$ cat src/hdl/mbl_pkg.sv
`timescale 1ns / 1ps
// ----------------------------------------------------------------------------
// mbl_pkg
// Shared types and constants of the mailbox byte link: operation and status
// codes, mailbox word layout, and the control structs between the units.
// ----------------------------------------------------------------------------
package mbl_pkg;

   typedef enum logic [1:0] {
      OP_SEND_BYTE = 2'd0,
      OP_SEND_CTL  = 2'd1,
      OP_RECV_WORD = 2'd2,
      OP_POP_BYTE  = 2'd3
   } op_type;

   typedef enum logic [1:0] {
      STATUS_OK          = 2'd0,
      STATUS_WOULD_BLOCK = 2'd1,
      STATUS_FIFO_EMPTY  = 2'd2,
      STATUS_NO_DATA     = 2'd3
   } status_type;

   // Mailbox word layout: ctl[31:26] | len[25:24] | data[23:0]
   localparam int NOTIFY_BIT   = 26;
   localparam int LEN_LSB      = 24;
   localparam int DATA_BITS    = 24;
   localparam logic [1:0] TX_FULL_COUNT = 2'd3;

   typedef struct packed {
      logic        byte_en;
      logic        flush_en;
      logic [7:0]  data_byte;
      logic        last_byte;
      logic [5:0]  ctl_bits;
   } tx_cmd_type;

   typedef struct packed {
      logic        word_valid;
      logic [31:0] word;
   } tx_rsp_type;

   typedef struct packed {
      logic                 push;
      logic                 pop;
      logic [DATA_BITS-1:0] data;
      logic [1:0]           len;
   } rx_cmd_type;

   typedef struct packed {
      logic [1:0] taken;
      logic [7:0] pop_byte;
      logic       empty;
   } rx_rsp_type;

endpackage

$ cat src/hdl/mbl_tx_pack.sv
`timescale 1ns / 1ps
// ----------------------------------------------------------------------------
// mbl_tx_pack
// Transmit packer: collects bytes low byte first into a 24-bit holding
// register and builds the outgoing mailbox word on a full, last or flush.
// ----------------------------------------------------------------------------
module mbl_tx_pack (
   input  logic                clock,
   input  logic                reset,
   input  mbl_pkg::tx_cmd_type cmd,
   output mbl_pkg::tx_rsp_type rsp
);
   import mbl_pkg::*;

   logic [DATA_BITS-1:0] pack_bytes_ff, pack_bytes_in;
   logic [1:0]           pack_count_ff, pack_count_in;
   logic [DATA_BITS-1:0] merged;
   logic [1:0]           count_inc;

   always_comb begin
      case (pack_count_ff)
         2'd0:    merged = pack_bytes_ff | {16'b0, cmd.data_byte};
         2'd1:    merged = pack_bytes_ff | {8'b0, cmd.data_byte, 8'b0};
         default: merged = pack_bytes_ff | {cmd.data_byte, 16'b0};
      endcase
   end

   assign count_inc = pack_count_ff + 2'd1;

   always_comb begin
      pack_bytes_in = pack_bytes_ff;
      pack_count_in = pack_count_ff;
      rsp           = '0;
      if (cmd.byte_en) begin
         if (count_inc == TX_FULL_COUNT || cmd.last_byte) begin
            rsp.word_valid = 1'b1;
            rsp.word       = {cmd.ctl_bits, count_inc, merged};
            pack_bytes_in  = '0;
            pack_count_in  = '0;
         end else begin
            pack_bytes_in = merged;
            pack_count_in = count_inc;
         end
      end else if (cmd.flush_en) begin
         // empty flush with no control bits sends nothing
         if (cmd.ctl_bits != 6'd0 || pack_count_ff != 2'd0) begin
            rsp.word_valid = 1'b1;
            rsp.word       = {cmd.ctl_bits, pack_count_ff, pack_bytes_ff};
            pack_bytes_in  = '0;
            pack_count_in  = '0;
         end
      end
   end

   always_ff @(posedge clock) begin
      if (reset) begin
         pack_bytes_ff <= '0;
         pack_count_ff <= '0;
      end else begin
         pack_bytes_ff <= pack_bytes_in;
         pack_count_ff <= pack_count_in;
      end
   end

endmodule

$ cat src/hdl/mbl_rx_fifo.sv
`timescale 1ns / 1ps
// ----------------------------------------------------------------------------
// mbl_rx_fifo
// Receive byte FIFO. Each accepted mailbox word is stored as one row of up
// to three bytes; the byte count bounds the capacity. The head row is kept
// in a registered read with write bypass, and pops step through its bytes.
// ----------------------------------------------------------------------------
module mbl_rx_fifo #(
   parameter int RX_DEPTH = 64
) (
   input  logic                                clock,
   input  logic                                reset,
   input  mbl_pkg::rx_cmd_type                 cmd,
   output mbl_pkg::rx_rsp_type                 rsp,
   output logic [$clog2(RX_DEPTH + 1) - 1:0]   level_next
);
   import mbl_pkg::*;

   localparam int AW = $clog2(RX_DEPTH);
   localparam int CW = $clog2(RX_DEPTH + 1);
   localparam int RW = DATA_BITS + 2;
   localparam logic [AW-1:0] LAST_ROW = AW'(RX_DEPTH - 1);

   logic [RW-1:0] row_mem [RX_DEPTH];
   logic [RW-1:0] row_rd_ff;
   logic [AW-1:0] rd_row_ff, rd_row_in;
   logic [AW-1:0] wr_row_ff, wr_row_in;
   logic [1:0]    head_off_ff, head_off_in;
   logic [CW-1:0] count_ff, count_in;
   logic [CW-1:0] free_space;
   logic [1:0]    take;
   logic          row_write;
   logic [RW-1:0] row_wdata;
   logic [1:0]    head_len;
   logic [1:0]    off_inc;

   assign free_space = CW'(RX_DEPTH) - count_ff;
   assign take = (free_space < {{(CW - 2){1'b0}}, cmd.len}) ? free_space[1:0] : cmd.len;
   assign row_write = cmd.push && (take != 2'd0);
   assign row_wdata = {take, cmd.data};
   assign head_len  = row_rd_ff[RW-1 -: 2];
   assign off_inc   = head_off_ff + 2'd1;

   always_comb begin
      rsp          = '0;
      rsp.empty    = (count_ff == '0);
      rsp.taken    = cmd.push ? take : 2'd0;
      case (head_off_ff)
         2'd0:    rsp.pop_byte = row_rd_ff[7:0];
         2'd1:    rsp.pop_byte = row_rd_ff[15:8];
         default: rsp.pop_byte = row_rd_ff[23:16];
      endcase
      if (!cmd.pop || rsp.empty) begin
         rsp.pop_byte = 8'd0;
      end
   end

   always_comb begin
      rd_row_in   = rd_row_ff;
      wr_row_in   = wr_row_ff;
      head_off_in = head_off_ff;
      count_in    = count_ff;
      if (row_write) begin
         wr_row_in = (wr_row_ff == LAST_ROW) ? '0 : wr_row_ff + AW'(1);
         count_in  = count_ff + CW'(take);
      end else if (cmd.pop && count_ff != '0) begin
         count_in = count_ff - CW'(1);
         // advance to the next row once the head row is drained
         if (off_inc == head_len) begin
            head_off_in = 2'd0;
            rd_row_in   = (rd_row_ff == LAST_ROW) ? '0 : rd_row_ff + AW'(1);
         end else begin
            head_off_in = off_inc;
         end
      end
   end

   assign level_next = count_in;

   always_ff @(posedge clock) begin
      if (row_write) begin
         row_mem[wr_row_ff] <= row_wdata;
      end
   end

   // head row read; bypass a row written into an empty FIFO
   always_ff @(posedge clock) begin
      if (row_write && wr_row_ff == rd_row_in) begin
         row_rd_ff <= row_wdata;
      end else begin
         row_rd_ff <= row_mem[rd_row_in];
      end
   end

   always_ff @(posedge clock) begin
      if (reset) begin
         rd_row_ff   <= '0;
         wr_row_ff   <= '0;
         head_off_ff <= '0;
         count_ff    <= '0;
      end else begin
         rd_row_ff   <= rd_row_in;
         wr_row_ff   <= wr_row_in;
         head_off_ff <= head_off_in;
         count_ff    <= count_in;
      end
   end

endmodule

$ cat src/hdl/mailbox_byte_link.sv
`timescale 1ns / 1ps
// ----------------------------------------------------------------------------
// mailbox_byte_link
// Byte link between two cores over a shared mailbox: packs outgoing bytes
// into mailbox words and unpacks received words into a byte FIFO.
// ----------------------------------------------------------------------------
// Channel   Direction  Contents
// req_*     in         request: op, byte, last, control bits, busy, word
// rsp_*     out        result: status, tx word, popped byte, taken, notify, level
//
// Each request passes through the input register and then the result
// register; a new request is accepted every cycle while results are taken.
// Reset clears the packer, the FIFO pointers and the byte count at once.
// A stalled result holds the result register; the input register then fills
// and req_tready drops until rsp_tready returns.
// ----------------------------------------------------------------------------
module mailbox_byte_link #(
   parameter int RX_DEPTH = 64
) (
   input  logic        clock,
   input  logic        reset,
   input  logic        req_tvalid,
   output logic        req_tready,
   // [7:0] data_byte, [13:8] ctl_bits, [14] remote_busy, [46:15] incoming_word
   input  logic [47:0] req_tdata,
   // [1:0] op
   input  logic [1:0]  req_tuser,
   input  logic        req_tlast,
   output logic        rsp_tvalid,
   input  logic        rsp_tready,
   // [0] tx_word_valid, [32:1] tx_word, [40:33] rx_byte, [42:41] bytes_taken,
   // [43] notify, [50:44] fifo_level
   output logic [55:0] rsp_tdata,
   // [1:0] status
   output logic [1:0]  rsp_tuser
);
   import mbl_pkg::*;

   localparam int CW = $clog2(RX_DEPTH + 1);

   logic        in_valid_ff;
   op_type      op_ff;
   logic [7:0]  data_byte_ff;
   logic        last_byte_ff;
   logic [5:0]  ctl_bits_ff;
   logic        remote_busy_ff;
   logic [31:0] incoming_word_ff;

   logic        out_valid_ff;
   logic [55:0] rsp_tdata_ff, rsp_tdata_in;
   logic [1:0]  rsp_tuser_ff;
   status_type  status_in;

   logic        fire;
   logic        accept;
   tx_cmd_type  tx_cmd;
   tx_rsp_type  tx_rsp;
   rx_cmd_type  rx_cmd;
   rx_rsp_type  rx_rsp;
   logic [CW-1:0] level_next;
   logic [CW+6:0] level_ext;
   logic          is_notify;
   logic          is_zero;
   logic          notify;

   assign fire       = in_valid_ff && (!out_valid_ff || rsp_tready);
   assign req_tready = !in_valid_ff || fire;
   assign accept     = req_tvalid && req_tready;

   assign is_zero   = (incoming_word_ff == 32'd0);
   assign is_notify = incoming_word_ff[NOTIFY_BIT];

   always_comb begin
      tx_cmd           = '0;
      tx_cmd.data_byte = data_byte_ff;
      tx_cmd.last_byte = last_byte_ff;
      tx_cmd.ctl_bits  = ctl_bits_ff;
      tx_cmd.byte_en   = fire && !remote_busy_ff && (op_ff == OP_SEND_BYTE);
      tx_cmd.flush_en  = fire && !remote_busy_ff && (op_ff == OP_SEND_CTL);
      rx_cmd      = '0;
      rx_cmd.data = incoming_word_ff[DATA_BITS-1:0];
      rx_cmd.len  = incoming_word_ff[LEN_LSB +: 2];
      rx_cmd.push = fire && (op_ff == OP_RECV_WORD) && !is_zero && !is_notify;
      rx_cmd.pop  = fire && (op_ff == OP_POP_BYTE);
   end

   mbl_tx_pack u_tx_pack (
      .clock (clock),
      .reset (reset),
      .cmd   (tx_cmd),
      .rsp   (tx_rsp)
   );

   mbl_rx_fifo #(
      .RX_DEPTH (RX_DEPTH)
   ) u_rx_fifo (
      .clock      (clock),
      .reset      (reset),
      .cmd        (rx_cmd),
      .rsp        (rx_rsp),
      .level_next (level_next)
   );

   assign level_ext = {7'b0, level_next};

   always_comb begin
      status_in = STATUS_OK;
      notify    = 1'b0;
      case (op_ff)
         OP_SEND_BYTE, OP_SEND_CTL: begin
            if (remote_busy_ff) begin
               status_in = STATUS_WOULD_BLOCK;
            end
         end
         OP_RECV_WORD: begin
            if (is_zero) begin
               status_in = STATUS_NO_DATA;
            end else if (is_notify) begin
               notify = 1'b1;
            end else if (rx_rsp.taken == 2'd0) begin
               status_in = STATUS_NO_DATA;
            end
         end
         OP_POP_BYTE: begin
            if (rx_rsp.empty) begin
               status_in = STATUS_FIFO_EMPTY;
            end
         end
         default: begin
            status_in = STATUS_OK;
         end
      endcase
      rsp_tdata_in = {5'b0, level_ext[6:0], notify, rx_rsp.taken, rx_rsp.pop_byte,
                      tx_rsp.word, tx_rsp.word_valid};
   end

   // input register
   always_ff @(posedge clock) begin
      if (reset) begin
         in_valid_ff <= 1'b0;
      end else if (accept) begin
         in_valid_ff <= 1'b1;
      end else if (fire) begin
         in_valid_ff <= 1'b0;
      end
   end

   always_ff @(posedge clock) begin
      if (accept) begin
         op_ff            <= op_type'(req_tuser);
         data_byte_ff     <= req_tdata[7:0];
         ctl_bits_ff      <= req_tdata[13:8];
         remote_busy_ff   <= req_tdata[14];
         incoming_word_ff <= req_tdata[46:15];
         last_byte_ff     <= req_tlast;
      end
   end

   // result register
   always_ff @(posedge clock) begin
      if (reset) begin
         out_valid_ff <= 1'b0;
      end else if (fire) begin
         out_valid_ff <= 1'b1;
      end else if (rsp_tready) begin
         out_valid_ff <= 1'b0;
      end
   end

   always_ff @(posedge clock) begin
      if (fire) begin
         rsp_tdata_ff <= rsp_tdata_in;
         rsp_tuser_ff <= status_in;
      end
   end

   assign rsp_tvalid = out_valid_ff;
   assign rsp_tdata  = rsp_tdata_ff;
   assign rsp_tuser  = rsp_tuser_ff;

endmodule
$ cat config.mk
export PLATFORM = sky130hd
export DESIGN_NAME = mailbox_byte_link
export DESIGN_NICKNAME = d
export VERILOG_FILES = /design/src/hdl/mbl_pkg.sv /design/src/hdl/mbl_tx_pack.sv /design/src/hdl/mbl_rx_fifo.sv /design/src/hdl/mailbox_byte_link.sv
export SDC_FILE = /design/constraint.sdc
export NUM_CORES = 2
export LEC_CHECK = 0
export ABC_AREA = 0
export BUFFER_PORTS_ARGS = -buffer_cell sky130_fd_sc_hd__buf_2
export CORE_MARGIN = 2
export CORE_UTILIZATION = 55
export CTS_CLUSTER_SIZE = 40
export DETAILED_ROUTE_END_ITERATION = 10
export GPL_ROUTABILITY_DRIVEN = 0
export HOLD_SLACK_MARGIN = 0.05
export PLACE_DENSITY_LB_ADDON = 0.1
export SETUP_SLACK_MARGIN = 0.1
export SLEW_MARGIN = 25
export SYNTH_ARGS = -nofsm -noshare
export SYNTH_HDL_FRONTEND = slang
export SYNTH_SLANG_ARGS = --single-unit
export TNS_END_PERCENT = 50
$ cat constraint.sdc
create_clock -name clock -period 11.65 [get_ports clock]
set_clock_uncertainty 0.05 [all_clocks]
set_input_delay 1.165 -clock clock [delete_from_list [all_inputs] [get_ports clock]]
set_output_delay 1.165 -clock clock [all_outputs]
set_load 0.005 [all_outputs]
; ---- Word level (Yosys, flattened, before mapping)
; Memories as Yosys holds them, arrays and structs flattened. A register that Yosys moved wholly into a read port is not among the register bits.
; Index checks and enable logic that the tools add are counted.
[totals]
romBits = 0
out_inout_bits = 60
ram_bits = 1664
wordCells = 118
mem_count = 1
regBits = 152
latchBits = 0
[mem_list]
columns = memory, words, word_bits, read_ports, rd_clocked_by_memory_dff, write_ports, line
row1 = u_rx_fifo.row_mem, 64, 26, 1, 1, 1, mbl_rx_fifo.sv:24  ; logic [RW-1:0] row_mem [RX_DEPTH];
[op_classes]
shifts = 0
n_lt_le_gt_ge = 1
n_div = 0
bitwise = 5
n_addsub = 7
n_reduce_logical = 40
multipliers = 0
n_eq_ne = 9
muxes = 37
[op_table]
columns = operator, count
row1 = $mux W33, 4
row2 = $mux W24, 4
row3 = $pmux W24 S2, 1
row4 = $logic_not A32 Y1, 1
row5 = $mux W6, 5
row6 = $or A24 B16 Y24, 1
row7 = $or A24 B24 Y24, 1
row8 = $or A24 B8 Y24, 1
row9 = $mux W2, 11
row10 = $pmux W8 S2, 1
row11 = $mux W7, 2
row12 = $add A6 B1 Y6 const B, 2
row13 = $eq A6 B6 Y1 const B, 2
row14 = $reduce_bool A2 Y1, 6
row15 = $logic_and A1 B1 Y1, 11
row16 = $logic_not A2 Y1, 4
row17 = $mux W1, 8
row18 = $add A7 B2 Y7, 1
row19 = $logic_not A7 Y1, 1
row20 = $lt A7 B2 Y1, 1
row21 = $reduce_bool A7 Y1, 1
row22 = $sub A7 B1 Y7 const B, 1
row23 = $sub A7 B7 Y7 const A, 1
row24 = $eq A2 B1 Y1 const B, 3
row25 = other kinds (10), 25

; ---- Logic depth before layout (Yosys ltp)
[depth]
ltp_word = 12
depth_mapped = 14

; ---- Hierarchy
; From an unflattened synthesis, not the netlist that was laid out.
[hier_totals]
cells_unflattened = 3014
hier_area_um2 = 69934.6
[by_module_without_submodules]
columns = module, cells_each, seq_area_each_um2, instances, area_each_um2
row1 = mbl_rx_fifo, 2691, 50508.4, 1, 65073.7
row2 = mailbox_byte_link, 144, 3133.0, 1, 3373.2
row3 = mbl_tx_pack, 179, 520.5, 1, 1487.7

; ---- Least setup slack after synthesis
; OpenSTA, ideal clock, no wires.
[synth_path]
path_kind = input-to-reg
startpoint = input rsp_tready
endpoint = memory u_rx_fifo.row_mem[40][0] (netlist name) (enable)
setup_slack_ps = 3208
path_buffers = 0
stages = 6
arrival_time_ps = 7916
setup_time_ps = 475
t_required_ps = 11125
cell_sequence = nor2b_1 > nor2b_1 > o2111ai_1 > nor2_1 > nand3_1 > nor4_1
[synth_via]
elab_chain_cells = 8
[synth_rtl]
columns = element, line
row1 = from (decl), mailbox_byte_link.sv:30  ; input logic rsp_tready,
row2 = $logic_or A1 B1 Y1, mailbox_byte_link.sv:66  ; assign fire = in_valid_ff && (!out_valid_ff || rsp_tready);
row3 = $logic_and A1 B1 Y1, mailbox_byte_link.sv:66
row4 = via fire, mailbox_byte_link.sv:54  ; logic fire;
row5 = $logic_and A1 B1 Y1 (3 in a row), mailbox_byte_link.sv:83  ; rx_cmd.push = fire && (op_ff == OP_RECV_WORD) && !is_zero && !is_notify;
row6 = $logic_and A1 B1 Y1, mbl_rx_fifo.sv:39  ; assign row_write = cmd.push && (take != 2'd0);
row7 = $mux W1, mbl_rx_fifo.sv:81  ; if (row_write) begin
row8 = $mux W1 (not written as such), mbl_rx_fifo.sv:82  ; row_mem[wr_row_ff] <= row_wdata;
row9 = to (decl), mbl_rx_fifo.sv:24
; The timed path passes the listed nets, and every way through them passes these cells.

; ---- Final worst setup path
[layout_path]
startpoint = register u_rx_fifo.count_ff[0]
endpoint = memory u_rx_fifo.row_mem[16][10] (netlist name) (enable)
[layout_via]
elab_chain_cells = 7
[layout_rtl]
columns = element, line
row1 = from (decl), mbl_rx_fifo.sv:29  ; logic [CW-1:0] count_ff, count_in;
row2 = from (signal assigned), mbl_rx_fifo.sv:105  ; count_ff <= count_in;
row3 = $sub A7 B7 Y7 *, mbl_rx_fifo.sv:37  ; assign free_space = CW'(RX_DEPTH) - count_ff;
row4 = $lt A7 B2 Y1, mbl_rx_fifo.sv:38  ; assign take = (free_space < {{(CW - 2){1'b0}}, cmd.len}) ? free_space[1:0] : cmd.len;
row5 = $mux W2 *, mbl_rx_fifo.sv:38
row6 = $reduce_bool A2 Y1 *, mbl_rx_fifo.sv:39
row7 = $logic_and A1 B1 Y1 *, mbl_rx_fifo.sv:39
row8 = $mux W1 *, mbl_rx_fifo.sv:81
row9 = $mux W1 (not written as such) *, mbl_rx_fifo.sv:82
; Mark *: on every way between the ends. The rest lies on a longest branch, timed or not.

==> metrics.md <==
| Metric | Value |
|---|---|
| # rows | `130` |
| Drt initial violations | `4,427` |
| Clk_lat worst skew | `0.81 ns` |
| Initial antenna violation count | `13` |
| Final WL | `168,000 um` |
| CTS tree | `done` |
| Worst slew margin | `32.0%` |
| Post-synthesis sequential area ratio | `77.7%` |
| Routed Antenna Nets | `0` |
| Detail Placement HPWL | `98,200 um` |
| Crit path max fanout | `14` |
| CP Cell Sequence | `inv_1 > ha_1 > or3b_2 > and2_0 > o221ai_1 > mux2_2 > nor2_1 > nand3b_1 > nor2_4 > buf_16` |
| CP startpoint kind | `flip-flop` |
| CP Capture Point | `u_rx_fifo.row_mem[16][10]$_DFFE_PP_` |
| Final period util | `48.8%` |
| Final Setup Violations | `0` |
| H-tree depth | `4` |
| FF-to-FF Start | `u_rx_fifo.count_ff[0]$_SDFF_PP0_` |
| GR Overflow Total | `0` |
| Port Buf Inserts | `108` |
| Clock Path Buffers | `3` |
| Post-layout min period | `5.69 ns` |
| Critical path endpoint category | `flip-flop` |
| Max-Cap Viols | `0` |
| Crit Reg-Reg Endpoint | `u_rx_fifo.row_mem[16][10]$_DFFE_PP_` |
| Multiplexer share of the synthesized area | `17.6%` |
| Slowest library cell on the worst path | `nand3b_1` |
| Initial core utilization | `55.4%` |
| Reg2Reg Depth | `10` |
| Tightest Pin Transition | `1.02 ns` |
| Synth Area per Inst | `23.1 um2` |
| Primary FF master, synth | `edfxtp_1` |
| Kind of critical path | `flip-flop to flip-flop` |
| Area leader, netlist | `edfxtp_1` |
| Layout cells sized above 1 | `32.1%` |
| # IOs | `115` |
| Post-route DRC | `0` |
| CP max stage delay | `0.89 ns` |
| Flop pwr share | `56.1%` |
| Synth Area in Compound Gates | `1.19%` |
| Die area | `130,000 um2` |
| P_int | `10.3 mW` |
| Post-CTS Resized | `0` |
| Largest net degree at the start of global routing | `173` |
| Post-Synth Simple-Gate Area | `2.02%` |
| Total CTS buffers | `179` |
| RSZ-0062 raised after global routing | `false` |
| WL/cell | `33.2 um` |
| IR drop worst, VDD | `0.000133 V` |
| Power Density | `162 nW/um2` |
| Worst hold path type | `flip-flop to flip-flop` |
| Clock root buffer | `clkbuf_16` |
| Top post-synthesis cells by area | `edfxtp_1, mux4_2, dfxtp_1` |
| Clk sinks | `1,822` |
| Mapped Cells | `3,011` |
| Ys async rst share | `0%` |
| CTS hold repair buffers | `0` |
| Die width | `360 um` |
| Area of the core | `126,000 um2` |
| R2R Setup Slk | `5.96 ns` |
| Count of final max-slew check failures | `0` |
| Routed vias/inst | `6.47` |
| Mapped cell area | `69,700 um2` |
| Req. time, crit path | `12.09 ns` |
| Area Growth Syn to Fin | `14.0%` |
| Sw Pwr | `2.52 mW` |
| Hold Fails Final Rpt | `0` |
| Worst setup path start | `u_rx_fifo.count_ff[0]$_SDFF_PP0_` |
| Synth Area in XOR/XNOR | `0.163%` |
| First-pass GRT wire length | `239,000 um` |
| Post-layout net count | `3,322` |
| Adder-cell area share of the yosys netlist | `0.226%` |
| Post-CTS Setup Bufs | `0` |
| Ys Warns | `0` |
| Yosys top cell area share | `76.2%` |
| EDFF count, synth | `1,767` |
| Vias in the first global route | `33.2k` |
| Detailed Routing Iterations Pass 1 | `7` |
| Status | `finished, final reports clean` |
| Sw Ratio | `19.6%` |
| Clock-pin transition on the worst setup and hold timing paths | `0.06 ns` |
| Setup TNS | `0 ns` |
| Combinational Power Share | `1.3%` |
| Fmax | `176 MHz` |
| Arrival time worst endpoint | `6.12 ns` |
| Vias | `32.7k` |
| Yosys reg bits | `1,822` |
| Core Util, Final | `63.2%` |
| Die Ht | `360 um` |
| Final Hold Slack | `0.436 ns` |
| GRT Total Usage | `26.3%` |
| Synth cell types | `63` |
| Largest family of logic cells by synthesized area | `multiplexers` |
| Clock power share | `42.5%` |
| Leak | `23.9 nW` |
worst min-delay path by stage:
stage | from | endpoint | slack [ns] | cells past startpoint
after detailed placement | u_tx_pack.pack_bytes_ff[23]$_SDFFE_PP0P_ | u_tx_pack.pack_bytes_ff[23]$_SDFFE_PP0P_ | 0.42 | 2
after CTS | req_tdata[2] | data_byte_ff[2]$_DFFE_PP_ | 0.42 | 1
after global placement | u_tx_pack.pack_bytes_ff[23]$_SDFFE_PP0P_ | u_tx_pack.pack_bytes_ff[23]$_SDFFE_PP0P_ | 0.42 | 2
after floorplan | u_tx_pack.pack_bytes_ff[23]$_SDFFE_PP0P_ | u_tx_pack.pack_bytes_ff[23]$_SDFFE_PP0P_ | 0.40 | 2
after global routing | req_tdata[32] | incoming_word_ff[17]$_DFFE_PP_ | 0.45 | 1
final | u_tx_pack.pack_bytes_ff[23]$_SDFFE_PP0P_ | u_tx_pack.pack_bytes_ff[23]$_SDFFE_PP0P_ | 0.44 | 2
cell families after synthesis:
family	count (synthesis)
flip-flops	1822
adder cells (fa/ha/maj)	12
buffers and inverters	183
other	1
AO/OA/AOI/OAI	127
XOR/XNOR	13
multiplexers	557
AND/OR/NAND/NOR	296
synthesized netlist by cell type (3+ instances only):
library cell and number:
buf_2 17, clkbuf_1 95, nand3b_1 5, nor4_1 12, dfxtp_1 55, edfxtp_1 1767
mux4_1 4, a22oi_1 38, nor3_1 8, buf_4 5, nor2_1 142, a31oi_1 6
a21oi_1 40, and2_1 4, nand3_1 21, or2_2 3, nand4_1 4, nand2b_1 6
or3b_2 4, o21ai_0 19, nor2b_1 24, or3_1 12, mux4_2 528, inv_1 16
buf_1 49, mux2i_1 21, ha_1 11, and3_1 3, xor2_1 6, xnor2_1 7
nand2_1 38
cell usage in the layout (no fill, tap or decap), types with 18 or more instances in the layout:
| cell | instances |
|---|---|
| edfxtp_1 | 1767 |
| mux4_2 | 528 |
| clkbuf_16 | 183 |
| buf_2 | 107 |
| nor2_1 | 78 |
| buf_4 | 71 |
| nor2_4 | 63 |
| dfxtp_1 | 49 |
| clkbuf_1 | 43 |
| a21oi_1 | 40 |
| nand2_1 | 38 |
| a22oi_1 | 38 |
| clkinv_1 | 38 |
| clkinv_2 | 35 |
| buf_16 | 32 |
| nor2b_1 | 23 |
| mux2i_1 | 21 |
| nand3_1 | 21 |
| o21ai_0 | 18 |
routing by layer:
layer	wire, um	global-route usage [%]	vias to the layer above
met4	5450	8.50	0
li1	-	-	13300
met1	67400	37.7	17700
met3	13500	4.93	250
met5	0	0	-
met2	81400	41.5	1464
state kept, by name, indices dropped and copies added (netlist names), 6 cells and up, named ones only:
name / flops
u_rx_fifo.row_mem: 1664
rsp_tdata: 51
incoming_word_ff: 32
u_tx_pack.pack_bytes_ff: 24
data_byte_ff: 8
u_rx_fifo.count_ff: 7
ctl_bits_ff: 6
u_rx_fifo.rd_row_ff: 6
u_rx_fifo.wr_row_ff: 6
power groups by stage:
stage | Combinational (mW) | Sequential [mW] | Clock (mW)
after global routing | 0.187 | 7.22 | 5.81
after global placement | 0.161 | 7.36 | 0
final | 0.174 | 7.22 | 5.47
after detailed placement | 0.175 | 7.36 | 0
after floorplan | 0.0323 | 7.40 | 0
after CTS | 0.175 | 7.22 | 5.56
critical path, delay by kind of cell (launching register included):
| family | cells | cell delay [ns] |
|---|---|---|
| compound gates | 1 | 0.54 |
| fa+ha+maj | 1 | 0.26 |
| buf+inv | 2 | 0.45 |
| flops | 1 | 0.35 |
| mux | 1 | 0.51 |
| simple gates | 5 | 3.20 |
cell type report:
class                           count  area (um2)
Clock buffer                      231        4810
Clock inverter                     94         726
Timing Repair Buffer              226        2260
Fill cell                        8287       46300
Sequential cell                  1822       54200
Multi-Input combinational cell   1010       15300
Inverter                           16        61.3
Antenna cell                        5        12.5
Tap cell                         1650        2060
through the flow:
stage          total power, mW  instance area (um2)  cells  setup slack (ns)
2_1_floorplan             7.43                69700   3015              3.21
3_3_place_gp              7.52                72700   4680              5.83
3_5_place_dp              7.53                73700   4718              5.99
4_1_cts                   13.0                79200   5043              5.95
5_1_grt                   13.2                79400   5049              5.72
6_report                  12.9                79400   5054              5.96
Note: power is estimated with default switching activity, not from simulation.
